### src/sv/fnvh_pkg.sv
// Package for the FNV-1a two-string identifier hash unit.
// Holds beat types, opcode codes, FNV constants and the fold function.
// No dependencies.
package fnvh_pkg;

	// Opcodes of an input beat
	localparam logic [1:0] OP_TYPE   = 2'd0;
	localparam logic [1:0] OP_NAME   = 2'd1;
	localparam logic [1:0] OP_FINISH = 2'd2;
	localparam logic [1:0] OP_UNUSED = 2'd3;

	// FNV-1a 32-bit offset basis, separator byte and reset length limit
	localparam logic [31:0] FNV_BASIS = 32'd2166136261;
	localparam logic [7:0]  SEP_BYTE  = 8'h2F;
	localparam logic [7:0]  LIMIT_RST = 8'd64;

	typedef struct packed {
		logic [1:0] opcode;
		logic [7:0] data_byte;
	} in_item_t;

	typedef struct packed {
		logic [31:0] hash_id;
		logic        truncated;
	} out_item_t;

	// Work entry passed from the classifier to the hash datapath
	typedef struct packed {
		logic       do_sep;
		logic       do_byte;
		logic       finish;
		logic       truncated;
		logic [7:0] data_byte;
	} q_entry_t;

	// One FNV-1a step: xor the byte in, multiply by 16777619 (0x01000193)
	// as a shift-add over bits 0, 1, 4, 7, 8 and 24.
	function automatic logic [31:0] fnv_fold(input logic [31:0] h, input logic [7:0] b);
		logic [31:0] x;
		x = h ^ {24'd0, b};
		return x + (x << 1) + (x << 4) + (x << 7) + (x << 8) + (x << 24);
	endfunction

endpackage

### src/sv/fnv1a_two_string_id_hash_unit.sv
// FNV-1a 32-bit identifier over type string, '/', name string; one byte per beat.
// Throughput: one input beat per cycle while the QDEPTH-entry work queue has room; the
// separator fold takes a datapath step of its own in each identifier, so an unbroken stream
// stalls the input once the queue has filled.
// Result path: work queue, separator fold if pending, then the output register. Reset: async,
// clears control state, hash to offset basis, length limit (max_len_q) to 64.
module fnv1a_two_string_id_hash_unit
	import fnvh_pkg::*;
#(
	parameter int QDEPTH = 4
)
(
	input  logic      clk,
	input  logic      arst_n,
	input  logic      cfg_wr_en,
	input  logic [7:0] cfg_wr_data,
	input  logic      in_valid,
	output logic      in_stall,
	input  in_item_t  in_item,
	output logic      out_valid,
	input  logic      out_stall,
	output out_item_t out_item
);

	logic [7:0] max_len_q;
	logic       q_full;
	logic       push;
	q_entry_t   push_entry;
	logic       pop;
	logic       head_valid;
	q_entry_t   head;

	// Hold the length limit register
	always_ff @(posedge clk or negedge arst_n) begin
		if (!arst_n) begin
			max_len_q <= LIMIT_RST;
		end else if (cfg_wr_en) begin
			max_len_q <= cfg_wr_data;
		end
	end

	fnvh_front u_front (
		.clk        (clk),
		.arst_n     (arst_n),
		.in_valid   (in_valid),
		.in_stall   (in_stall),
		.in_item    (in_item),
		.max_len    (max_len_q),
		.q_full     (q_full),
		.push       (push),
		.push_entry (push_entry)
	);

	fnvh_queue #(
		.DEPTH (QDEPTH)
	) u_queue (
		.clk        (clk),
		.arst_n     (arst_n),
		.push       (push),
		.push_entry (push_entry),
		.full       (q_full),
		.pop        (pop),
		.head_valid (head_valid),
		.head       (head)
	);

	fnvh_back u_back (
		.clk        (clk),
		.arst_n     (arst_n),
		.head_valid (head_valid),
		.head       (head),
		.pop        (pop),
		.out_valid  (out_valid),
		.out_stall  (out_stall),
		.out_item   (out_item)
	);

endmodule

### src/sv/fnvh_front.sv
// Front end of the FNV-1a identifier unit: accepts input beats and classifies them.
// Tracks string counts, end marks, separator and overflow; depends on fnvh_pkg.
// Emits work entries only for beats that change the hash or finish an identifier.
module fnvh_front
	import fnvh_pkg::*;
(
	input  logic     clk,
	input  logic     arst_n,
	input  logic     in_valid,
	output logic     in_stall,
	input  in_item_t in_item,
	input  logic [7:0] max_len,
	input  logic     q_full,
	output logic     push,
	output q_entry_t push_entry
);

	logic [7:0] type_cnt_q, name_cnt_q, type_cnt_d, name_cnt_d;
	logic       sep_q, type_end_q, name_end_q, ovf_q;
	logic       sep_d, type_end_d, name_end_d, ovf_d;
	logic       accept;
	logic       need;
	q_entry_t   ent;

	assign in_stall = q_full;
	assign accept   = in_valid && !q_full;

	// Classify the beat and work out the next control state
	always_comb begin
		type_cnt_d = type_cnt_q;
		name_cnt_d = name_cnt_q;
		sep_d      = sep_q;
		type_end_d = type_end_q;
		name_end_d = name_end_q;
		ovf_d      = ovf_q;
		ent        = '0;
		ent.data_byte = in_item.data_byte;
		unique case (in_item.opcode)
			OP_TYPE: begin
				if (!sep_q && !type_end_q) begin
					if (in_item.data_byte == 8'd0) begin
						type_end_d = 1'b1;
					end else if (type_cnt_q < max_len) begin
						type_cnt_d  = type_cnt_q + 8'd1;
						ent.do_byte = 1'b1;
					end else begin
						ovf_d = 1'b1;
					end
				end
			end
			OP_NAME: begin
				ent.do_sep = !sep_q;
				sep_d      = 1'b1;
				if (!name_end_q) begin
					if (in_item.data_byte == 8'd0) begin
						name_end_d = 1'b1;
					end else if (name_cnt_q < max_len) begin
						name_cnt_d  = name_cnt_q + 8'd1;
						ent.do_byte = 1'b1;
					end else begin
						ovf_d = 1'b1;
					end
				end
			end
			OP_FINISH: begin
				ent.do_sep    = !sep_q;
				ent.finish    = 1'b1;
				ent.truncated = ovf_q;
				type_cnt_d    = 8'd0;
				name_cnt_d    = 8'd0;
				sep_d         = 1'b0;
				type_end_d    = 1'b0;
				name_end_d    = 1'b0;
				ovf_d         = 1'b0;
			end
			default: begin
			end
		endcase
	end

	assign need       = ent.do_sep || ent.do_byte || ent.finish;
	assign push       = accept && need;
	assign push_entry = ent;

	// Advance control state on each accepted beat
	always_ff @(posedge clk or negedge arst_n) begin
		if (!arst_n) begin
			type_cnt_q <= 8'd0;
			name_cnt_q <= 8'd0;
			sep_q      <= 1'b0;
			type_end_q <= 1'b0;
			name_end_q <= 1'b0;
			ovf_q      <= 1'b0;
		end else if (accept) begin
			type_cnt_q <= type_cnt_d;
			name_cnt_q <= name_cnt_d;
			sep_q      <= sep_d;
			type_end_q <= type_end_d;
			name_end_q <= name_end_d;
			ovf_q      <= ovf_d;
		end
	end

endmodule

### src/sv/fnvh_queue.sv
// Small work queue between the classifier and the hash datapath.
// Register array with head and tail pointers and a fill count; depends on fnvh_pkg.
module fnvh_queue
	import fnvh_pkg::*;
#(
	parameter int DEPTH = 4
)
(
	input  logic     clk,
	input  logic     arst_n,
	input  logic     push,
	input  q_entry_t push_entry,
	output logic     full,
	input  logic     pop,
	output logic     head_valid,
	output q_entry_t head
);

	localparam int PW = (DEPTH > 1) ? $clog2(DEPTH) : 1;
	localparam int CW = $clog2(DEPTH + 1);
	localparam logic [PW-1:0] LAST = PW'(DEPTH - 1);
	localparam logic [CW-1:0] FULL_CNT = CW'(DEPTH);

	q_entry_t        mem_q [DEPTH];
	logic [PW-1:0]   wr_ptr_q, rd_ptr_q;
	logic [CW-1:0]   count_q;

	assign full       = (count_q == FULL_CNT);
	assign head_valid = (count_q != '0);
	assign head       = mem_q[rd_ptr_q];

	// Store the pushed entry
	always_ff @(posedge clk) begin
		if (push) begin
			mem_q[wr_ptr_q] <= push_entry;
		end
	end

	// Advance pointers and fill count
	always_ff @(posedge clk or negedge arst_n) begin
		if (!arst_n) begin
			wr_ptr_q <= '0;
			rd_ptr_q <= '0;
			count_q  <= '0;
		end else begin
			if (push) begin
				wr_ptr_q <= (wr_ptr_q == LAST) ? '0 : wr_ptr_q + PW'(1);
			end
			if (pop) begin
				rd_ptr_q <= (rd_ptr_q == LAST) ? '0 : rd_ptr_q + PW'(1);
			end
			if (push && !pop) begin
				count_q <= count_q + CW'(1);
			end else if (pop && !push) begin
				count_q <= count_q - CW'(1);
			end
		end
	end

`ifndef SYNTHESIS
	a_no_push_full: assert property (@(posedge clk) disable iff (!arst_n)
		full |-> !push) else $error("push into full queue");
	a_no_pop_empty: assert property (@(posedge clk) disable iff (!arst_n)
		!head_valid |-> !pop) else $error("pop from empty queue");
	a_count_range: assert property (@(posedge clk) disable iff (!arst_n)
		count_q <= FULL_CNT) else $error("queue count out of range");
`endif

endmodule

### src/sv/fnvh_back.sv
// FNV-1a hash datapath (depends on fnvh_pkg): folds queued bytes, emits on finish.
// One fold per cycle unless out_stall holds a finish; a separator folds on its own.
module fnvh_back
	import fnvh_pkg::*;
(
	input  logic      clk,
	input  logic      arst_n,
	input  logic      head_valid,
	input  q_entry_t  head,
	output logic      pop,
	output logic      out_valid,
	input  logic      out_stall,
	output out_item_t out_item
);

	logic [31:0] h_q;
	logic        sep_phase_q;
	logic        out_valid_q;
	out_item_t   out_item_q;
	logic        out_free;
	logic        sep_step;
	logic        emit;

	assign out_free = !out_valid_q || !out_stall;
	assign sep_step = head_valid && head.do_sep && !sep_phase_q;
	assign emit     = head_valid && !sep_step && head.finish && out_free;
	assign pop      = head_valid && !sep_step && (!head.finish || out_free);

	assign out_valid = out_valid_q;
	assign out_item  = out_item_q;

	// Fold separator or byte, clear on finish
	always_ff @(posedge clk or negedge arst_n) begin
		if (!arst_n) begin
			h_q         <= FNV_BASIS;
			sep_phase_q <= 1'b0;
		end else if (sep_step) begin
			h_q         <= fnv_fold(h_q, SEP_BYTE);
			sep_phase_q <= 1'b1;
		end else if (pop) begin
			sep_phase_q <= 1'b0;
			if (head.finish) begin
				h_q <= FNV_BASIS;
			end else if (head.do_byte) begin
				h_q <= fnv_fold(h_q, head.data_byte);
			end
		end
	end

	// Hold the result until taken
	always_ff @(posedge clk or negedge arst_n) begin
		if (!arst_n) begin
			out_valid_q <= 1'b0;
		end else if (emit) begin
			out_valid_q <= 1'b1;
		end else if (!out_stall) begin
			out_valid_q <= 1'b0;
		end
	end

	always_ff @(posedge clk) begin
		if (emit) begin
			out_item_q.hash_id   <= h_q;
			out_item_q.truncated <= head.truncated;
		end
	end

`ifndef SYNTHESIS
	a_emit_shows: assert property (@(posedge clk) disable iff (!arst_n)
		emit |=> out_valid_q) else $error("finish did not raise out_valid");
	a_basis_after: assert property (@(posedge clk) disable iff (!arst_n)
		emit |=> h_q == FNV_BASIS) else $error("hash not cleared after finish");
	a_sep_phase: assert property (@(posedge clk) disable iff (!arst_n)
		sep_phase_q |-> head_valid && head.do_sep) else $error("stray separator phase");
	a_no_overwrite: assert property (@(posedge clk) disable iff (!arst_n)
		out_valid_q && out_stall |-> !emit) else $error("result overwritten while held");
`endif

endmodule

### config.mk
export PLATFORM = sky130hd
export DESIGN_NAME = fnv1a_two_string_id_hash_unit
export DESIGN_NICKNAME = d
export VERILOG_FILES = /design/src/sv/fnvh_pkg.sv /design/src/sv/fnv1a_two_string_id_hash_unit.sv /design/src/sv/fnvh_front.sv /design/src/sv/fnvh_queue.sv /design/src/sv/fnvh_back.sv
export SDC_FILE = /design/constraint.sdc
export NUM_CORES = 1
export LEC_CHECK = 0
export ABC_AREA = 0
export BUFFER_PORTS_ARGS = -buffer_cell sky130_fd_sc_hd__buf_2
export CORE_UTILIZATION = 50
export DETAILED_ROUTE_END_ITERATION = 10
export PLACE_DENSITY = 0.77
export SYNTH_ARGS = -nofsm -noshare
export SYNTH_HDL_FRONTEND = slang
export SYNTH_SLANG_ARGS = --single-unit
### constraint.sdc
create_clock -name clk -period 5.7 [get_ports clk]
set_input_delay 0.285 -clock clk [delete_from_list [all_inputs] [get_ports clk]]
set_output_delay 0.285 -clock clk [all_outputs]
set_load 0.02 [all_outputs]
Yosys cells after proc, flatten, opt, wreduce, memory -nomap -nowiden:

Memories as Yosys holds them, arrays and structs flattened.
Index checks and enable logic that the tools add are counted.

* flip-flop bits (word level): 102
* RAM bits: 48
* input port bits: 23
* word-level logic and storage cells: 137
* memories kept: 1

* $add $sub $neg: 16
* magnitude comparators: 2
* equality and inequality tests: 15
* mux-type cells: 45
* bitwise gates (word level): 2
* reductions and logical operators: 41

Memory list
* u_queue.mem_q: depth 4, width 12, read ports 1, clocked after memory_dff 0, write ports 1, RTL line fnvh_queue.sv:24 `q_entry_t mem_q [DEPTH];`

Operator list (count)
* $add A32 B32 Y32: 10
* $mux W32: 4
* $mux W8: 6
* $pmux W8 S2: 2
* $xor A32 B8 Y32: 1
* $mux W1: 23
* $add A8 B1 Y8 const B: 2
* $lt A8 B8 Y1: 2
* $logic_and A1 B1 Y1: 11
* $logic_not A1 Y1: 10
* $ne A2 B1 Y1 const B: 5
* $ne A2 B2 Y1 const B: 5
* $reduce_and A5 Y1: 2
* $reduce_bool A3 Y1: 3
* $logic_not A8 Y1: 1
* $pmux W1 S2: 4
* $reduce_and A8 Y1: 1
* $reduce_bool A2 Y1: 4
* $eq A2 B2 Y1 const B: 3
* $mux W2: 3
* $mux W3: 2
* $not A5 Y5: 1
* $add A2 B1 Y2 const B: 2
* $logic_or A1 B1 Y1: 4
* other kinds (9): 10

Depth between registers and ports, before layout:

* word-level depth: 12
* depth in mapped cells: 21
* depth with buffers taken out: 19

Modules after synthesis:

A second synthesis with hierarchy kept.

* cells, all modules: 1281
* area total of the unflattened synthesis: 13609.3 sq um

By module, submodules not included
* fnvh_back: times used 1, cells an instance 962, area each 9395.3 sq um, sequential area each 1859.3 sq um
* fnvh_queue: times used 1, cells an instance 100, area each 2175.8 sq um, sequential area each 1616.6 sq um
* fnvh_front: times used 1, cells an instance 202, area each 1705.4 sq um, sequential area each 500.5 sq um
* fnv1a_two_string_id_hash_unit: times used 1, cells an instance 17, area each 332.8 sq um, sequential area each 201.4 sq um

Worst setup path before layout:

OpenSTA, ideal clock, no wires.

* path kind: register to register
* from: register u_queue.rd_ptr_q[0]
* to: register u_back.h_q[23]
* setup time: 127 ps
* arrival: 5275 ps
* data required time: 5573 ps
* setup slack: 298 ps
* stages on the path, launching flop included: 20
* path buffers: 2
* clock period less this slack: 5402 ps
* path through: dfrtp_1 > buf_2 > buf_4 > mux4_2 > xnor2_1 > xnor2_1 > xnor2_1 > fa_1 > fa_1 > inv_1 > ha_1 > o21a_1 > o2111ai_1 > a21oi_1 > o311ai_0 > a21boi_0 > o41ai_1 > xnor2_1 > a221oi_1 > nor2_1

* longest elaborated chain between the ends: 11
* elaborated cells between the ends (all ways): 21

Ends and longest elaborated chain
* from (decl): RTL line fnvh_queue.sv:25 `logic [PW-1:0] wr_ptr_q, rd_ptr_q;`
* from (signal assigned): RTL line fnvh_queue.sv:50 `rd_ptr_q <= (rd_ptr_q == LAST) ? '0 : rd_ptr_q + PW'(1);`
* $mem_v2 Z4 W12 *
* $xor A32 B8 Y32: RTL line fnvh_pkg.sv:40 `x = h ^ {24'd0, b};`
* $add A32 B32 Y32 (5 in a row): RTL line fnvh_pkg.sv:41 `return x + (x << 1) + (x << 4) + (x << 7) + (x << 8) + (x << 24);`
* $mux W32: RTL line fnvh_back.sv:44 `end else if (head.do_byte) begin`
* $mux W32: RTL line fnvh_back.sv:42 `if (head.finish) begin`
* $mux W32: RTL line fnvh_back.sv:40 `end else if (pop) begin`
* $mux W32: RTL line fnvh_back.sv:37 `end else if (sep_step) begin`
* to (signal assigned): RTL line fnvh_back.sv:38 `h_q <= fnv_fold(h_q, SEP_BYTE);`
* to (signal assigned): RTL line fnvh_back.sv:45 `h_q <= fnv_fold(h_q, head.data_byte);`
* to (decl): RTL line fnvh_back.sv:16 `logic [31:0] h_q;`

Every way passes the cells marked *; elsewhere a longest branch is shown, timed or not. The select of a mux whose other input is x is not followed.
A chain may end at the register's enable or synchronous reset.

Worst setup path in the final report:

* from: register u_back.h_q[7]
* to: register u_back.h_q[31]

* longest elaborated chain between the ends: 10
* elaborated cells between the ends (all ways): 15

Ends and longest elaborated chain (RTL line)
* $xor A32 B8 Y32: fnvh_pkg.sv:40
* $add A32 B32 Y32 (5 in a row): fnvh_pkg.sv:41
* $mux W32: fnvh_back.sv:44
* $mux W32: fnvh_back.sv:42
* $mux W32: fnvh_back.sv:40
* $mux W32 *: fnvh_back.sv:37

Marked as above.

==> metrics.yaml <==
grt_max_degree: 70
die_w_um: 165
fill_cells: 2190
io_pins: 58
path_buf_inv: 2
cts_tree: "done"
io_buffer_count: 57
gr-usage-all-layers: 0.252
drc_errors: 0
ctsRootBufferMaster: "clkbuf_16"
min_path_type: "input pin to async pin"
core_area_um2: 26100
crit_path_end_kind: "flip-flop"
clk_pin_slew_ns: 0.07
hold_violations: 0
cts_hold_buffers: 0
die-area_um2: 27200
worstMarginPinSlew_ns: 1.07
via_per_inst: 5.79
drt_iter0_markers: 659
drive_above_1_share: 0.129
synth_flop_cell: "edfxtp_1"
synth.avg_cell_area_um2: 10.6
fmax_mhz: 188
antenna_cells: 0
clk_path_buf_depth: 2
first_pass_iters: 8
synth_nets: 1519
start_util: 0.509
syn-cell-area_um2: 13300
critPathLaunchType: "flip-flop"
vias: 9642
crit_type: "flip-flop to flip-flop"
yosysSeqAreaShare: 0.315
cts_sinks: 150
status: "complete, no violations"
cts.htree.levels: 4
synth.distinct_cells: 70
grt_pass1_vias: 9986
cp.required_ns: 6.05
worstPathCellList: "inv_1, fa_1, inv_1, fa_1, fa_1, ha_1, nand4_1, nor4_1, a211oi_1, o22ai_1, a211oi_2, a21oi_1, a32oi_1, mux2i_1, a211oi_1"
async_reset_ff_frac: 0.460
grt_first_pass_wirelength_um: 51900
ant_nets: 0
min_period_ns: 5.33
dp_hpwl_um: 24100
hold_slack_ns: 0.00132
cpLargestDelayFamily: "compound AO/OA/AOI/OAI gates"
ys_seq_elements: 150
critPathArrivalTime_ns: 5.68
path_max_fanout: 8
setup_viol: 0
die_y_um: 165
clk_latency_ns: 0.44
wl_um: 31900
overflow: 0
skew_ns: 0.0132
synth_warnings: 0
cpMaxStageDelayCell: "dfstp_2"
slew_headroom: 0.283
cts_buffers: 17
rsz0062_at_grt: "no"
maxSlewViolCount: 0
final_core_utilization: 0.561
area_delta_synth_final_pct: 10.3
antenna_found_initial: 0
layout.nets: 1588
place_congestion: 0.966
period_share: 0.935
rows: 59
slowest_delay_ns: 0.75
maxCapViolations: 0
drt-wirelength-per-cell_um: 19.2
synth_edf_count: 81
cpMostUsedCell: "fa_1"
synthCells: 1249
fin_tns_setup_ns: 0
## timing repair
item / CTS / global route
resized for setup: 0 / 6
endpoints found under the hold margin: 0 / 0
setup endpoints to repair: 0 / 9
buffers inserted: 0 / 0
## sequential cells by signal, indices dropped and copies added, names as in the netlist
| signal | count |
|---|---|
| max_len_q | 8 |
| u_back.h_q | 32 |
| u_back.out_item | 33 |
| u_back.out_valid | 1 |
| u_back.sep_phase_q | 1 |
| u_front.name_cnt_q | 8 |
| u_front.name_end_q | 1 |
| u_front.ovf_q | 1 |
| u_front.sep_q | 1 |
| u_front.type_cnt_q | 8 |
| u_front.type_end_q | 1 |
| u_queue.count_q | 3 |
| u_queue.mem_q | 48 |
| u_queue.rd_ptr_q | 2 |
| u_queue.wr_ptr_q | 2 |
## worst paths after layout
check	start	end	slack [ns]	cells past startpoint
max	u_back.h_q[7]	u_back.h_q[31]	0.37	15
min	arst_n	u_front.name_cnt_q[1]	0.001	1
max reg2reg	u_back.h_q[7]	u_back.h_q[31]	0.37	15
min reg2reg	u_queue.count_q[2]	u_queue.count_q[2]	0.50	1
max in group asynchronous	arst_n	u_queue.rd_ptr_q[0]	5.00	1
min in group clk	cfg_wr_data[2]	max_len_q[2]	0.05	3
## area by class of cell
class                      instances  area [µm²]  share of cell area
multi-input combinational        869        8250               0.564
clock buffer                      19         433              0.0296
sequential                       150        4180               0.286
tap                              335         419              0.0287
clock inverter                    13         136             0.00932
inverter                         199         747              0.0511
timing repair buffer              81         468              0.0320
## stage by stage
stage | cells | setup slack (ns) | area [µm²]
2_1_floorplan | 1249 | 0.298 | 13300
3_3_place_gp | 1634 | 0.375 | 14000
4_1_cts | 1666 | 0.169 | 14600
3_5_place_dp | 1634 | 0.193 | 14000
5_1_grt | 1666 | 0.00402 | 14600
6_report | 1666 | 0.369 | 14600
## per-layer routing
layer / wire length, µm / track usage / vias up
met2: 15600 / 0.424 / 304
met1: 13500 / 0.322 / 4811
li1: - / - / 4459
met4: 939 / 0.104 / 0
met3: 1870 / 0.0417 / 68
met5: 0 / 0 / -
## synth_stat cells (all sizes together), types with 10 or more instances
master	number	area, µm²
xnor2	58	527
mux4	12	270
nand2	63	236
nand3	24	120
nand2b	14	87.6
dfstp	15	394
a21o	26	195
nor2	71	267
o21bai	10	75.1
a211oi	14	110
edfxtp	81	2430
o21ai	50	254
fa	122	2440
xor2	19	166
a221oi	11	96.3
nor2b	12	75.1
dfrtp	54	1350
and2	15	93.8
ha	125	1560
clkbuf	22	82.6
a21oi	68	344
inv	199	747
a31oi	10	77.6
nor3	11	55.1
## logic make-up after synthesis
group | Yosys count | synth area share
fa+ha+maj | 248 | 0.303
simple gates | 257 | 0.0945
mux | 29 | 0.0340
compound gates | 258 | 0.135
buf+inv | 230 | 0.0663
flops | 150 | 0.315
xor+xnor | 77 | 0.0523
## worst reg2reg max path, cell delays in order, from the launching register on
cell	delay, ns
dfstp_2	0.75
inv_1	0.15
fa_1	0.53
inv_1	0.06
fa_1	0.48
fa_1	0.49
ha_1	0.38
nand4_1	0.18
nor4_1	0.10
a211oi_1	0.63
o22ai_1	0.25
a211oi_2	0.34
a21oi_1	0.21
a32oi_1	0.33
mux2i_1	0.12
a211oi_1	0.25
## cells in the final DEF (no fill, tap or decap), types with 9 or more instances in the layout
master and instances:
nand2_1 63, a221oi_1 11, dfstp_2 15, a211oi_1 11
nor2_1 70, dfrtp_1 53, nand3_1 24, xor2_1 19
inv_1 199, fa_1 122, ha_1 125, a21o_1 26
nand2b_1 14, o21ai_0 48, and2_1 15, nor3_1 11
a21oi_1 66, nor2b_1 11, mux2i_1 9, edfxtp_1 81
xnor2_1 57, buf_4 25, buf_2 56, clkbuf_16 17
o21bai_1 10, mux4_2 12
Power is not shown: default switching activity piles up to over one toggle a cycle in this logic, so the estimate is an artifact.
